$ cat config.mk
export PLATFORM = sky130hd
export DESIGN_NAME = pcbp_ram
export DESIGN_NICKNAME = d
export VERILOG_FILES = /design/src/rtl/pcbp_ram.sv
export SDC_FILE = /design/constraint.sdc
export NUM_CORES = 1
export LEC_CHECK = 0
export BUFFER_PORTS_ARGS = -buffer_cell sky130_fd_sc_hd__buf_2
export CAP_MARGIN = 40
export CORE_UTILIZATION = 40
export CTS_CLUSTER_DIAMETER = 50
export DETAILED_ROUTE_END_ITERATION = 8
export HOLD_SLACK_MARGIN = 0.08
export SLEW_MARGIN = 10
export SYNTH_ARGS = -nofsm -noshare
export SYNTH_HDL_FRONTEND = slang
export SYNTH_SLANG_ARGS = --single-unit
$ cat constraint.sdc
create_clock -name clk -period 2.3 [get_ports clk]
set_input_delay 0.345 -clock clk [delete_from_list [all_inputs] [get_ports clk]]
set_output_delay 0.345 -clock clk [all_outputs]
set_load 0.03 [all_outputs]
$ cat src/rtl/pcbp_ram.sv
module pcbp_ram #(
  parameter int WIDTH = 8,
  parameter int DEPTH = 16
) (
  input  logic                     clk,
  input  logic                     we,
  input  logic [$clog2(DEPTH)-1:0] waddr,
  input  logic [WIDTH-1:0]         wdata,
  input  logic                     re,
  input  logic [$clog2(DEPTH)-1:0] raddr,
  output logic [WIDTH-1:0]         rdata
);

  logic [WIDTH-1:0] mem [DEPTH];

  always_ff @(posedge clk) begin
    if (we) begin
      mem[waddr] <= wdata;
    end
    if (re) begin
      rdata <= mem[raddr];
    end
  end

endmodule

After elaboration in Yosys (flattened, before gate mapping)
Memories as Yosys holds them, arrays and structs flattened. A register that Yosys moved wholly into a read port is not among the register bits.
Index checks and enable logic that the tools add are counted.
{"block": "totals", "inputBits": 19, "ramBits": 128, "elab_cells": 3, "output_inout_bits": 8, "reg_bits": 0, "memories": 1}
{"block": "op_classes", "mux": 2}
{"name": "mem", "depth": 16, "width": 8, "rd": 1, "rd_ports_with_merged_regs": 1, "write_ports": 1, "line": "14", "rtl": "logic [WIDTH-1:0] mem [DEPTH];"}
{"op": "$mux 1", "count": 2}

Logic depth before layout (Yosys ltp)
{"block": "depth", "ltp_word": 2, "depth_mapped": 5, "ltp_nobuf": 3}

Least setup slack after synthesis
OpenSTA, ideal clock, no wires.
{"block": "synth_timing", "path_kind": "in2reg", "from": "input waddr[2]", "to": "memory mem[0][0], enable pin", "required_ns": 1.917, "cell_stages": 2, "path_buffers": 0, "t_arrival_ns": 1.455, "slack_ns": 0.462, "setup_time_ns": 0.383, "path_cell_list": "or3b_2 nor3_1"}
{"item": "start, declared", "line": "7", "rtl": "input logic [$clog2(DEPTH)-1:0] waddr,"}
{"item": "end, declared", "line": "14"}
Straight into the memory's write port.

==> flow_summary.yaml <==
sta:
  rsz0062_at_grt: "no"
  tns_ns: 0
  drv_slew: 0
  worst_pin_slew_ns: 0.434
  slew_headroom_pct: 71.1
  finalHoldViolations: 0
  hold_slack_ns: 0.295
  post-route-period-util_pct: 71.7
  finalSetupViolations: 0
  setup_slack_ns: 0.651
  fin_worst_skew_ns: 0.00658
  max_freq_mhz: 606
  finalCriticalPeriod_ns: 1.65
yosys:
  synth_edf_count: 136
  synth_cell_types: 18
  synthTopCellsByArea: "edfxtp_1 (78%), mux4_2 (7.8%), mux4_1 (7.0%)"
  syn_nets: 248
  ys.flop_type: "edfxtp_1"
  synth_common_cells: "edfxtp_1 (136), mux4_2 (18), a22oi_1 (16)"
  async_flop_share_pct: 0
  ys_seq_area_share_pct: 78.1
  synth_cells: 229
  ys_ff_latch: 136
  syn_area_per_cell_um2: 22.8
  synth_area_um2: 5230
  synth.most_common_cell: "edfxtp_1"
  yosysTopAreaCell: "edfxtp_1"
  synth_top_area_share_pct: 78.1
  yosysWarnings: 0
grt:
  grt_start_max_net_pins: 23
  grt_antenna_before_repair: 0
  grt_usage_pct: 16.6
  grt_pass1_vias: 2568
  grt_first_pass_wirelength_um: 15000
  grt_overflow_total: 0
clocking:
  clkSinkCount: 136
  numCtsBuffers: 17
  cts_resized: 0
  cts_hold_buf: 0
  path_clk_slew_ns: 0.06
  clock_latency_ns: 0.41
  tritoncts: "built"
  root_buffer: "clkbuf_16"
  cts.path.max_buffers: 2
  cts-htree-levels: 4
  post-cts-setup-buffers: 0
die:
  initial_utilization_pct: 41.3
  num_rows: 41
  die_h_um: 116
  core_area_um2: 12700
  io-pin-count: 27
  die-area_um2: 13500
  fp.dieW_um: 116
power:
  total_leakage_power_nw: 2.12
  total_power_mw: 5.73
  vdd_drop_max_mv: 0.493
  power.density_nw_per_um2: 913
place:
  io_buffers: 26
  place_area_um2: 5700
  pre_cts_slack_ns: 0.212
  post-dp-hpwl_um: 6360
  numPlacedInstances: 440
  gp_congestion: 0.750
worst_setup_path:
  cp.required_ns: 2.46
  worstPathCellList: "buf_2, buf_4, mux4_1, a22oi_1, nand2_1"
  critPathCapture: "rdata[3]"
  rrSetupSlack_ns: 0.75
  critPathSlowestCell: "mux4_1"
  reg2reg_from: "mem[11][7]"
  startpoint_type: "input pin"
  worstSetupPathType: "input pin to flip-flop"
  r2r_cells: 3
  cp_max_fo: 12
  reg2reg_to: "rdata[7]"
  arrival_ns: 1.80
  end_kind: "flip-flop"
  cpPeakStageDelay_ns: 0.57
  startpoint: "raddr[0]"
final_layout:
  fin_area_um2: 6280
  utilization_pct: 49.6
  drive_above_1_share_pct: 32.4
  finalNonFillerCells: 471
  insertedDiodeCount: 0
  fin_nets: 306
  syn_to_final_growth_pct: 20.1
detailed_routing:
  firstDrtPassIters: 5
  drt_iter0_markers: 207
  wire_per_inst_um: 21.1
  via_per_inst: 5.26
  totalWireLength_um: 9920
  drc_errors: 0
  final_antenna_net_count: 0
  vias: 2476
worst_hold_path:
  hp-class: "input pin to flip-flop"
run_status:
  run_status: "completed"
flow_run:
  max_cap_viol_count: 0
==> worst min path at each step <==
| stage | start | endpoint | slack [ns] | depth (start not counted) |
|---|---|---|---|---|
| 2_1_floorplan | wdata[0] | mem[0][0] | 0.44 | 0 |
| 3_3_place_gp | re | rdata[1] | 0.71 | 1 |
| 3_5_place_dp | re | rdata[0] | 0.71 | 1 |
| 4_1_cts | re | rdata[0] | 0.28 | 1 |
| 5_1_grt | re | rdata[1] | 0.28 | 1 |
| 6_report | re | rdata[6] | 0.30 | 1 |
==> report_power, final <==
part           internal, mW  total [mW]  switching [mW]
Combinational         0.116       0.280           0.164
Sequential             2.79        2.81          0.0137
Clock                  1.68        2.65           0.964
Total                  4.59        5.73            1.14
==> routing by layer <==
metal | up-vias | part of all wire, % | global-route usage (%) | wire length, um
met5 | - | 0 | 0 | 0
met3 | 7 | 5.1 | 5.29 | 511
met1 | 1296 | 45 | 22.1 | 4500
met4 | 0 | 1.1 | 6.67 | 107
li1 | 1102 | - | - | -
met2 | 71 | 48 | 25.6 | 4800
==> kinds of logic after synthesis <==
kind of cell / after synthesis / share of synthesized area [%]
buffers and inverters: 10 / 1.65
DFF: 136 / 78.1
muxes: 32 / 14.8
and+or+nand+nor: 35 / 3.14
AOI/OAI and AO/OA: 16 / 2.30
==> state kept, by name (all words and copies together) (netlist names) <==
| name | cells |
|---|---|
| rdata | 8 |
| mem | 128 |
==> cells in the final DEF (no fill, tap or decap) <==
cell type   Yosys  layout
nand2b_1        2       2
clkinv_2        0       4
nor2_1         13      13
nand3_1         1       1
or3b_2          1       1
nand3b_1        2       2
buf_4           1      20
edfxtp_1      136     136
a22oi_1        16      16
bufinv_16       0       3
inv_6           0       1
mux4_2         18      18
clkinvlp_4      0       3
nor2b_1         1       1
and2b_1         1       1
buf_2           3      26
mux4_1         14      14
buf_12          0       3
nand2_1         9       9
clkbuf_16       0      17
nor3_1          4       4
and2_1          1       1
clkinv_1        0       2
clkinv_4        0       1
==> critical path: cells and delay by family <==
kind | cells | cell delay, ns
AOI/OAI and AO/OA | 1 | 0.20
buffers and inverters | 2 | 0.61
muxes | 1 | 0.57
and+or+nand+nor | 1 | 0.07
==> layout make-up <==
type                       instances  area, um^2
fill                            1051        6390
sequential                       136        4080
multi-input combinational         83        1060
clock buffer                      17         425
timing repair buffer              49         340
tap                              172         215
clock inverter                    14         158
Power figures use the tool's default switching activity.
