### src/rtl/pcbp_pkg.sv
package pcbp_pkg;

  localparam int TABLE_DEPTH  = 256;
  localparam int ADDR_W       = $clog2(TABLE_DEPTH);
  localparam int WORD_BITS    = 32;
  localparam int LEN_W        = 5;
  localparam int CNT_W        = 5;
  localparam int BYTES_W      = 3;
  localparam int SYM_W        = 8;
  localparam int IN_DATA_W    = 48;
  localparam int OUT_DATA_W   = 40;

  localparam logic [BYTES_W-1:0] WORD_BYTES = BYTES_W'(WORD_BITS / 8);

  typedef enum logic [1:0] {
    CMD_LOAD   = 2'd0,
    CMD_ENCODE = 2'd1,
    CMD_FLUSH  = 2'd2
  } cmd_t;

  typedef struct packed {
    logic [WORD_BITS-1:0] bits;
    logic [LEN_W-1:0]     len;
  } entry_t;

  localparam int ENTRY_W = $bits(entry_t);

  typedef struct packed {
    logic   valid;
    cmd_t   cmd;
    entry_t entry;
  } pack_req_t;

  typedef struct packed {
    logic                 valid;
    logic [WORD_BITS-1:0] word;
    logic [BYTES_W-1:0]   bytes;
    logic                 is_final;
  } pack_res_t;

endpackage

### src/rtl/pcbp_pack.sv
module pcbp_pack (
  input  logic               clk,
  input  logic               rst,
  input  logic               en,
  input  pcbp_pkg::pack_req_t req,
  output pcbp_pkg::pack_res_t res
);

  import pcbp_pkg::*;

  logic [WORD_BITS-1:0]   pend;
  logic [WORD_BITS-1:0]   pend_next;
  logic [CNT_W-1:0]       cnt;
  logic [CNT_W-1:0]       cnt_next;
  logic [WORD_BITS-1:0]   code_masked;
  logic [2*WORD_BITS-1:0] window;
  logic [CNT_W:0]         total;
  logic [CNT_W:0]         round_up;

  // code bits below the length are dropped, then the code is placed after the pending bits
  assign code_masked = req.entry.bits & ~({WORD_BITS{1'b1}} >> req.entry.len);
  assign window      = {pend, {WORD_BITS{1'b0}}}
                     | ({code_masked, {WORD_BITS{1'b0}}} >> cnt);
  assign total       = {1'b0, cnt} + {1'b0, req.entry.len};
  assign round_up    = {1'b0, cnt} + (CNT_W+1)'(7);

  always_comb begin
    pend_next    = pend;
    cnt_next     = cnt;
    res.valid    = 1'b0;
    res.word     = window[2*WORD_BITS-1:WORD_BITS];
    res.bytes    = WORD_BYTES;
    res.is_final = 1'b0;
    if (req.valid) begin
      case (req.cmd)
        CMD_ENCODE: begin
          if (total >= (CNT_W+1)'(WORD_BITS)) begin
            res.valid = 1'b1;
            pend_next = window[WORD_BITS-1:0];
            cnt_next  = CNT_W'(total - (CNT_W+1)'(WORD_BITS));
          end else begin
            pend_next = window[2*WORD_BITS-1:WORD_BITS];
            cnt_next  = total[CNT_W-1:0];
          end
        end
        CMD_FLUSH: begin
          if (cnt != '0) begin
            res.valid    = 1'b1;
            res.word     = pend;
            res.bytes    = round_up[CNT_W:3];
            res.is_final = 1'b1;
            pend_next    = '0;
            cnt_next     = '0;
          end
        end
        default: begin
        end
      endcase
    end
  end

  always_ff @(posedge clk) begin
    if (rst) begin
      pend <= '0;
      cnt  <= '0;
    end else if (en) begin
      pend <= pend_next;
      cnt  <= cnt_next;
    end
  end

endmodule

### config.mk
export PLATFORM = sky130hd
export DESIGN_NAME = pcbp_pack
export DESIGN_NICKNAME = d
export VERILOG_FILES = /design/src/rtl/pcbp_pkg.sv /design/src/rtl/pcbp_pack.sv
export SDC_FILE = /design/constraint.sdc
export NUM_CORES = 1
export LEC_CHECK = 0
export ABC_CLOCK_PERIOD_IN_PS = 8100
export BUFFER_PORTS_ARGS = -buffer_cell sky130_fd_sc_hd__buf_2
export CORE_ASPECT_RATIO = 1.25
export CORE_MARGIN = 8
export CORE_UTILIZATION = 50
export CTS_BUF_LIST = sky130_fd_sc_hd__clkbuf_4
export CTS_CLUSTER_SIZE = 24
export DETAILED_ROUTE_END_ITERATION = 16
export HOLD_SLACK_MARGIN = 0.03
export PLACE_DENSITY = 0.8
export SYNTH_ARGS = -nofsm -noshare
export SYNTH_HDL_FRONTEND = slang
export SYNTH_SLANG_ARGS = --single-unit
### constraint.sdc
create_clock -name clk -period 8.1 [get_ports clk]
set_input_delay 1.62 -clock clk [delete_from_list [all_inputs] [get_ports clk]]
set_output_delay 1.62 -clock clk [all_outputs]
set_load 0.05 [all_outputs]
* Word-level counts from Yosys, hierarchy flattened
Cells that the tools add are included.
Operators by class: $mul 0, reduce and logical (&&, ||, !) cells 3, mux-type cells 11, shifts and indexed selects 2, eq/ne operators 3, $lt $le $gt $ge 1, add/sub/neg operators 3, div/mod/pow operators 0, bitwise operators 3
Operator list (count):
- $mux 37 | 2
- $mux 32 | 2
- $or 64x64->64 | 1
- $pmux 32 s2 | 1
- $shr 64x5->64 | 1
- $mux 36 | 1
- $and 32x32->32 | 1
- $not 32->32 | 1
- $shr 32x5->32 const A | 1
- $mux 5 | 2
- $pmux 5 s2 | 1
- $add 5x3->6 const B | 1
- $add 5x5->6 | 1
- $ge 6x6->1 const B | 1
- $reduce_bool 5->1 | 1
- $sub 5x1->5 const B | 1
- $reduce_and 4->1 | 1
- $eq 2x1->1 const B | 1
- $eq 2x2->1 const B | 1
- $ne 2x2->1 const B | 1
- $pmux 1 s2 | 1
- $reduce_bool 2->1 | 1
- $mux 1 | 1
Word-level totals: register bits after elaboration 37, logic and storage cells 28, bits in latches 0, RAM bits 0, output and inout port bits 37, bits in read-only memories 0, memories kept 0, input bits 43

* Logic depth before layout (Yosys ltp)
depth after elaboration 8, mapped depth 14, mapped depth without buffers 9

* Worst setup path after synthesis
No wires, ideal clock.
path type input to output, start point input req[4] (netlist name), end point output res[17] (netlist name), slack 2.182 ns, stages 10, buffers on the path 4, arrival 4.298 ns, required time 6.480 ns, path through clkbuf_2 > buf_2 > clkbuf_1 > buf_1 > o211a_1 > a31o_2 > a221o_1 > mux2i_1 > o211ai_1 > a21boi_0
RTL lines:
- start: declaration | line pcbp_pack.sv:5 | input pcbp_pkg::pack_req_t req,
- end: declaration | line pcbp_pack.sv:6 | output pcbp_pkg::pack_res_t res

==> results.md <==
## Outcome
- **run status** complete, no violations

## GRT
- **aggregate global routing overflow** 0
- **largest net degree at the start of global routing** 67
- **antenna violations before repair** 0
- **Total Routing Usage GR** 28.0%
- **via count of the first global-routing pass** 5952
- **global-route wire length before repair** 32.6 mm

## Drt
- **Met3 Wirelength** 2.52 mm
- **DRC** 0
- **per-cell via count in the routed design** 7.28
- **vias post-DR** 6616
- **number of detailed-routing iterations run before antenna repair** 5
- **Iteration-0 DRC Markers** 912
- **wire length on met1** 7.86 mm
- **sum of routed wire length over all layers** 20.8 mm
- **highest metal layer with signal wires** met4
- **mean routed wirelength per cell** 22.8 µm
- **routed wl met2** 9.23 mm
- **count of antenna-violating nets left after detailed routing** 0

## Placed design
- **HPWL after detailed placement** 15.2 mm
- **Place WS** 1.92 ns
- **GPL Wtd Cong** 1.00
- **count of buffers from port buffering** 78
- **standard cell area after detailed placement** 5690 µm²

## Timing
- **final worst setup slack** 1.84 ns
- **period utilisation layout** 77.3%
- **worst relative slew slack** 19.9%
- **upper clock frequency limit** 0.160 GHz
- **summed negative setup slack over all endpoints** 0 ns
- **clock period minus worst slack** 6.26 ns
- **worst-case hold slack** 0.479 ns
- **RSZ-0062 raised after global routing** no
- **post-route clock skew** 0.0125 ns
- **final number of max-transition violations** 0
- **final setup violating endpoints** 0
- **Final Hold Violating Endpoints** 0
- **transition time of the tightest slew-check pin** 1.20 ns

## Setup path
- **FF-to-FF path depth** 8
- **startpoint of the worst register-to-register path** cnt[1]$_SDFFE_PP0P_
- **flop2flop setup slack** 4.38 ns
- **Worst setup EP type** output port
- **startpoint types** primary input
- **launch point of the critical path** req[4]
- **critical setup path kind** primary input to output port
- **maximum fanout count along the critical path** 45
- **data required time at the worst endpoint** 6.48 ns
- **data arrival time at the worst-slack endpoint** 4.64 ns

## Power and ir drop
- **Power Dens Cells** 101 nW/µm²
- **Leak Pwr** 0.00243 µW
- **worst IR drop on VDD** 0.0650 mV

## Synthesis
- **combined area of all synthesized cells** 5370 µm²
- **EDFF count, synth** 0
- **Most used DFF post-synth** sky130_fd_sc_hd__dfxtp_1
- **Avg Synthesized Cell Area** 7.10 µm²
- **Post-Synthesis Net Count** 807
- **post-synthesis sequential element count** 37
- **Post-Synthesis Cells** 756
- **sequential element share of the synthesized area** 13.8%
- **Distinct cells, synth** 76
- **Ys Warns** 0
- **Async S/R FF share, synth** 0%

## CTS
- **maximum buffer depth of the clock tree** 2
- **total CTS buffers** 5
- **latest clock arrival within the worst-skew pair** 0.38 ns
- **CTS tree** built
- **# Post-CTS Setup Buffers** 0
- **post-CTS resize count** 0
- **post-CTS clock slew at the launch and capture registers of the worst setup and hold paths** 0.12 ns
- **hold_buf cts** 0
- **root cell of the clock tree** sky130_fd_sc_hd__clkbuf_4
- **level count of the clock H-tree** 2
- **number of sinks handled by clock tree synthesis** 37

## Floorplanning
- **die extent in y** 132 µm
- **area of the die** 14300 µm²
- **x dimension of the die** 109 µm
- **number of placed I/O pins** 80
- **initial core utilization** 51.1%
- **num rows** 42
- **core region area** 10500 µm²

## Final layout
- **post-synthesis to final-layout area growth** 7.39%
- **most frequent cells in the layout** 78 x sky130_fd_sc_hd__buf_2, 75 x sky130_fd_sc_hd__nor2_1, 64 x sky130_fd_sc_hd__nand2_1, 49 x sky130_fd_sc_hd__o21ai_0, 38 x sky130_fd_sc_hd__a21oi_1
- **most common cell after layout, fill and taps aside** sky130_fd_sc_hd__buf_2
- **number of fill cells** 1077
- **Final #Nets** 827
- **core occupancy in the finished layout** 54.8%
- **Ant. Diodes** 0
- **post-route standard cell area excluding fillers** 5760 µm²
- **share of post-route cells with drive strength above 1** 17.8%

## Worst hold path
- **startpoint of the lowest-slack hold path** pend[6]$_SDFFE_PP0P_
- **Hold Path Class** flip-flop to flip-flop
- **cell depth of the worst hold path** 2

## Run
- **number of max-cap violations** 0

-- cell type report --
| class | instances | area, µm² | area share, % |
|---|---|---|---|
| well taps | 132 | 165 | 2.87 |
| repair buffers | 88 | 465 | 8.07 |
| multi-input cells | 623 | 4230 | 73.4 |
| clock buffers | 5 | 37.5 | 0.651 |
| inverters | 21 | 78.8 | 1.37 |
| flip-flops and latches | 37 | 744 | 12.9 |
| clock inverters | 3 | 41.3 | 0.716 |
-- per-stage QoR --
stage	std cells	power, µW
2_1_floorplan	756	376
3_3_place_gp	901	442
3_5_place_dp	901	444
4_1_cts	909	576
5_1_grt	909	606
6_report	909	583
-- report_power, final --
part	total, µW	leakage, µW	switching, µW	internal, µW
clock network	137	0.0000389	72.8	63.9
registers	185	0.000300	1.23	184
logic	261	0.00209	183	78.2
total	583	0.00243	257	326
-- path summary, 6_finish.rpt --
path                            to
max reg2reg  pend[26]$_SDFFE_PP0P_
min reg2reg   pend[6]$_SDFFE_PP0P_
max                         res[6]
min           pend[6]$_SDFFE_PP0P_
-- flip-flops by register name (all words and copies together), names as in the netlist --
name,cells
cnt,5
pend,32
-- Yosys cell counts, types with 5 or more instances --
cell type	instances	share of area (%)
sky130_fd_sc_hd__o22ai_1	11	1.3
sky130_fd_sc_hd__a21oi_1	38	3.5
sky130_fd_sc_hd__mux2_2	11	2.3
sky130_fd_sc_hd__clkbuf_1	40	2.8
sky130_fd_sc_hd__nand2_1	64	4.5
sky130_fd_sc_hd__o221ai_1	5	0.82
sky130_fd_sc_hd__o211a_1	6	1.1
sky130_fd_sc_hd__o21bai_1	14	2.0
sky130_fd_sc_hd__buf_2	21	2.0
sky130_fd_sc_hd__o21ai_0	49	4.6
sky130_fd_sc_hd__dfxtp_1	37	14
sky130_fd_sc_hd__nor4_1	6	0.70
sky130_fd_sc_hd__o31a_1	6	0.98
sky130_fd_sc_hd__a31o_2	7	1.1
sky130_fd_sc_hd__a31oi_1	16	1.9
sky130_fd_sc_hd__o31ai_1	10	1.4
sky130_fd_sc_hd__ha_1	7	1.6
sky130_fd_sc_hd__buf_1	12	0.84
sky130_fd_sc_hd__nand2b_1	8	0.93
sky130_fd_sc_hd__o21a_1	5	0.70
sky130_fd_sc_hd__o211ai_1	14	2.0
sky130_fd_sc_hd__a211o_1	10	1.6
sky130_fd_sc_hd__nor3_1	25	2.3
sky130_fd_sc_hd__a2111oi_0	5	0.82
sky130_fd_sc_hd__mux4_2	8	3.4
sky130_fd_sc_hd__mux2i_1	25	4.7
sky130_fd_sc_hd__a21o_1	23	3.2
sky130_fd_sc_hd__a221o_1	8	1.5
sky130_fd_sc_hd__a211oi_1	16	2.2
sky130_fd_sc_hd__and2_1	11	1.3
sky130_fd_sc_hd__o32ai_1	5	0.82
sky130_fd_sc_hd__a311oi_1	6	0.98
sky130_fd_sc_hd__nor2_1	75	5.2
sky130_fd_sc_hd__or2_2	5	0.58
sky130_fd_sc_hd__inv_1	20	1.4
sky130_fd_sc_hd__a22oi_1	10	1.4
sky130_fd_sc_hd__nand3_1	21	2.0
-- kinds of logic (layout without fill, tap and decap cells) --
group / count (synthesis) / after routing / share of synthesized area, %
compound gates: 315 / 315 / 42.7
simple gates: 249 / 249 / 22.2
buf+inv: 96 / 117 / 7.37
mux: 46 / 46 / 11.1
flops: 37 / 37 / 13.8
fa+ha+maj: 9 / 9 / 2.19
xor+xnor: 4 / 4 / 0.653
-- critical path: stages --
cell                       delay [ns]
sky130_fd_sc_hd__buf_2           0.33
sky130_fd_sc_hd__or2_2           0.43
sky130_fd_sc_hd__o21ai_0         0.58
sky130_fd_sc_hd__o221ai_1        0.31
sky130_fd_sc_hd__mux2i_1         0.62
sky130_fd_sc_hd__o221ai_1        0.30
sky130_fd_sc_hd__a21o_1          0.23
sky130_fd_sc_hd__buf_2           0.21
-- routing by layer --
| metal | up-vias | GRT usage, % |
|---|---|---|
| li1 | 2984 | - |
| met1 | 3021 | 36.2 |
| met2 | 520 | 42.3 |
| met3 | 91 | 5.04 |
| met4 | 0 | 16.2 |
| met5 | - | 0 |
Power figures use the tool's default switching activity.
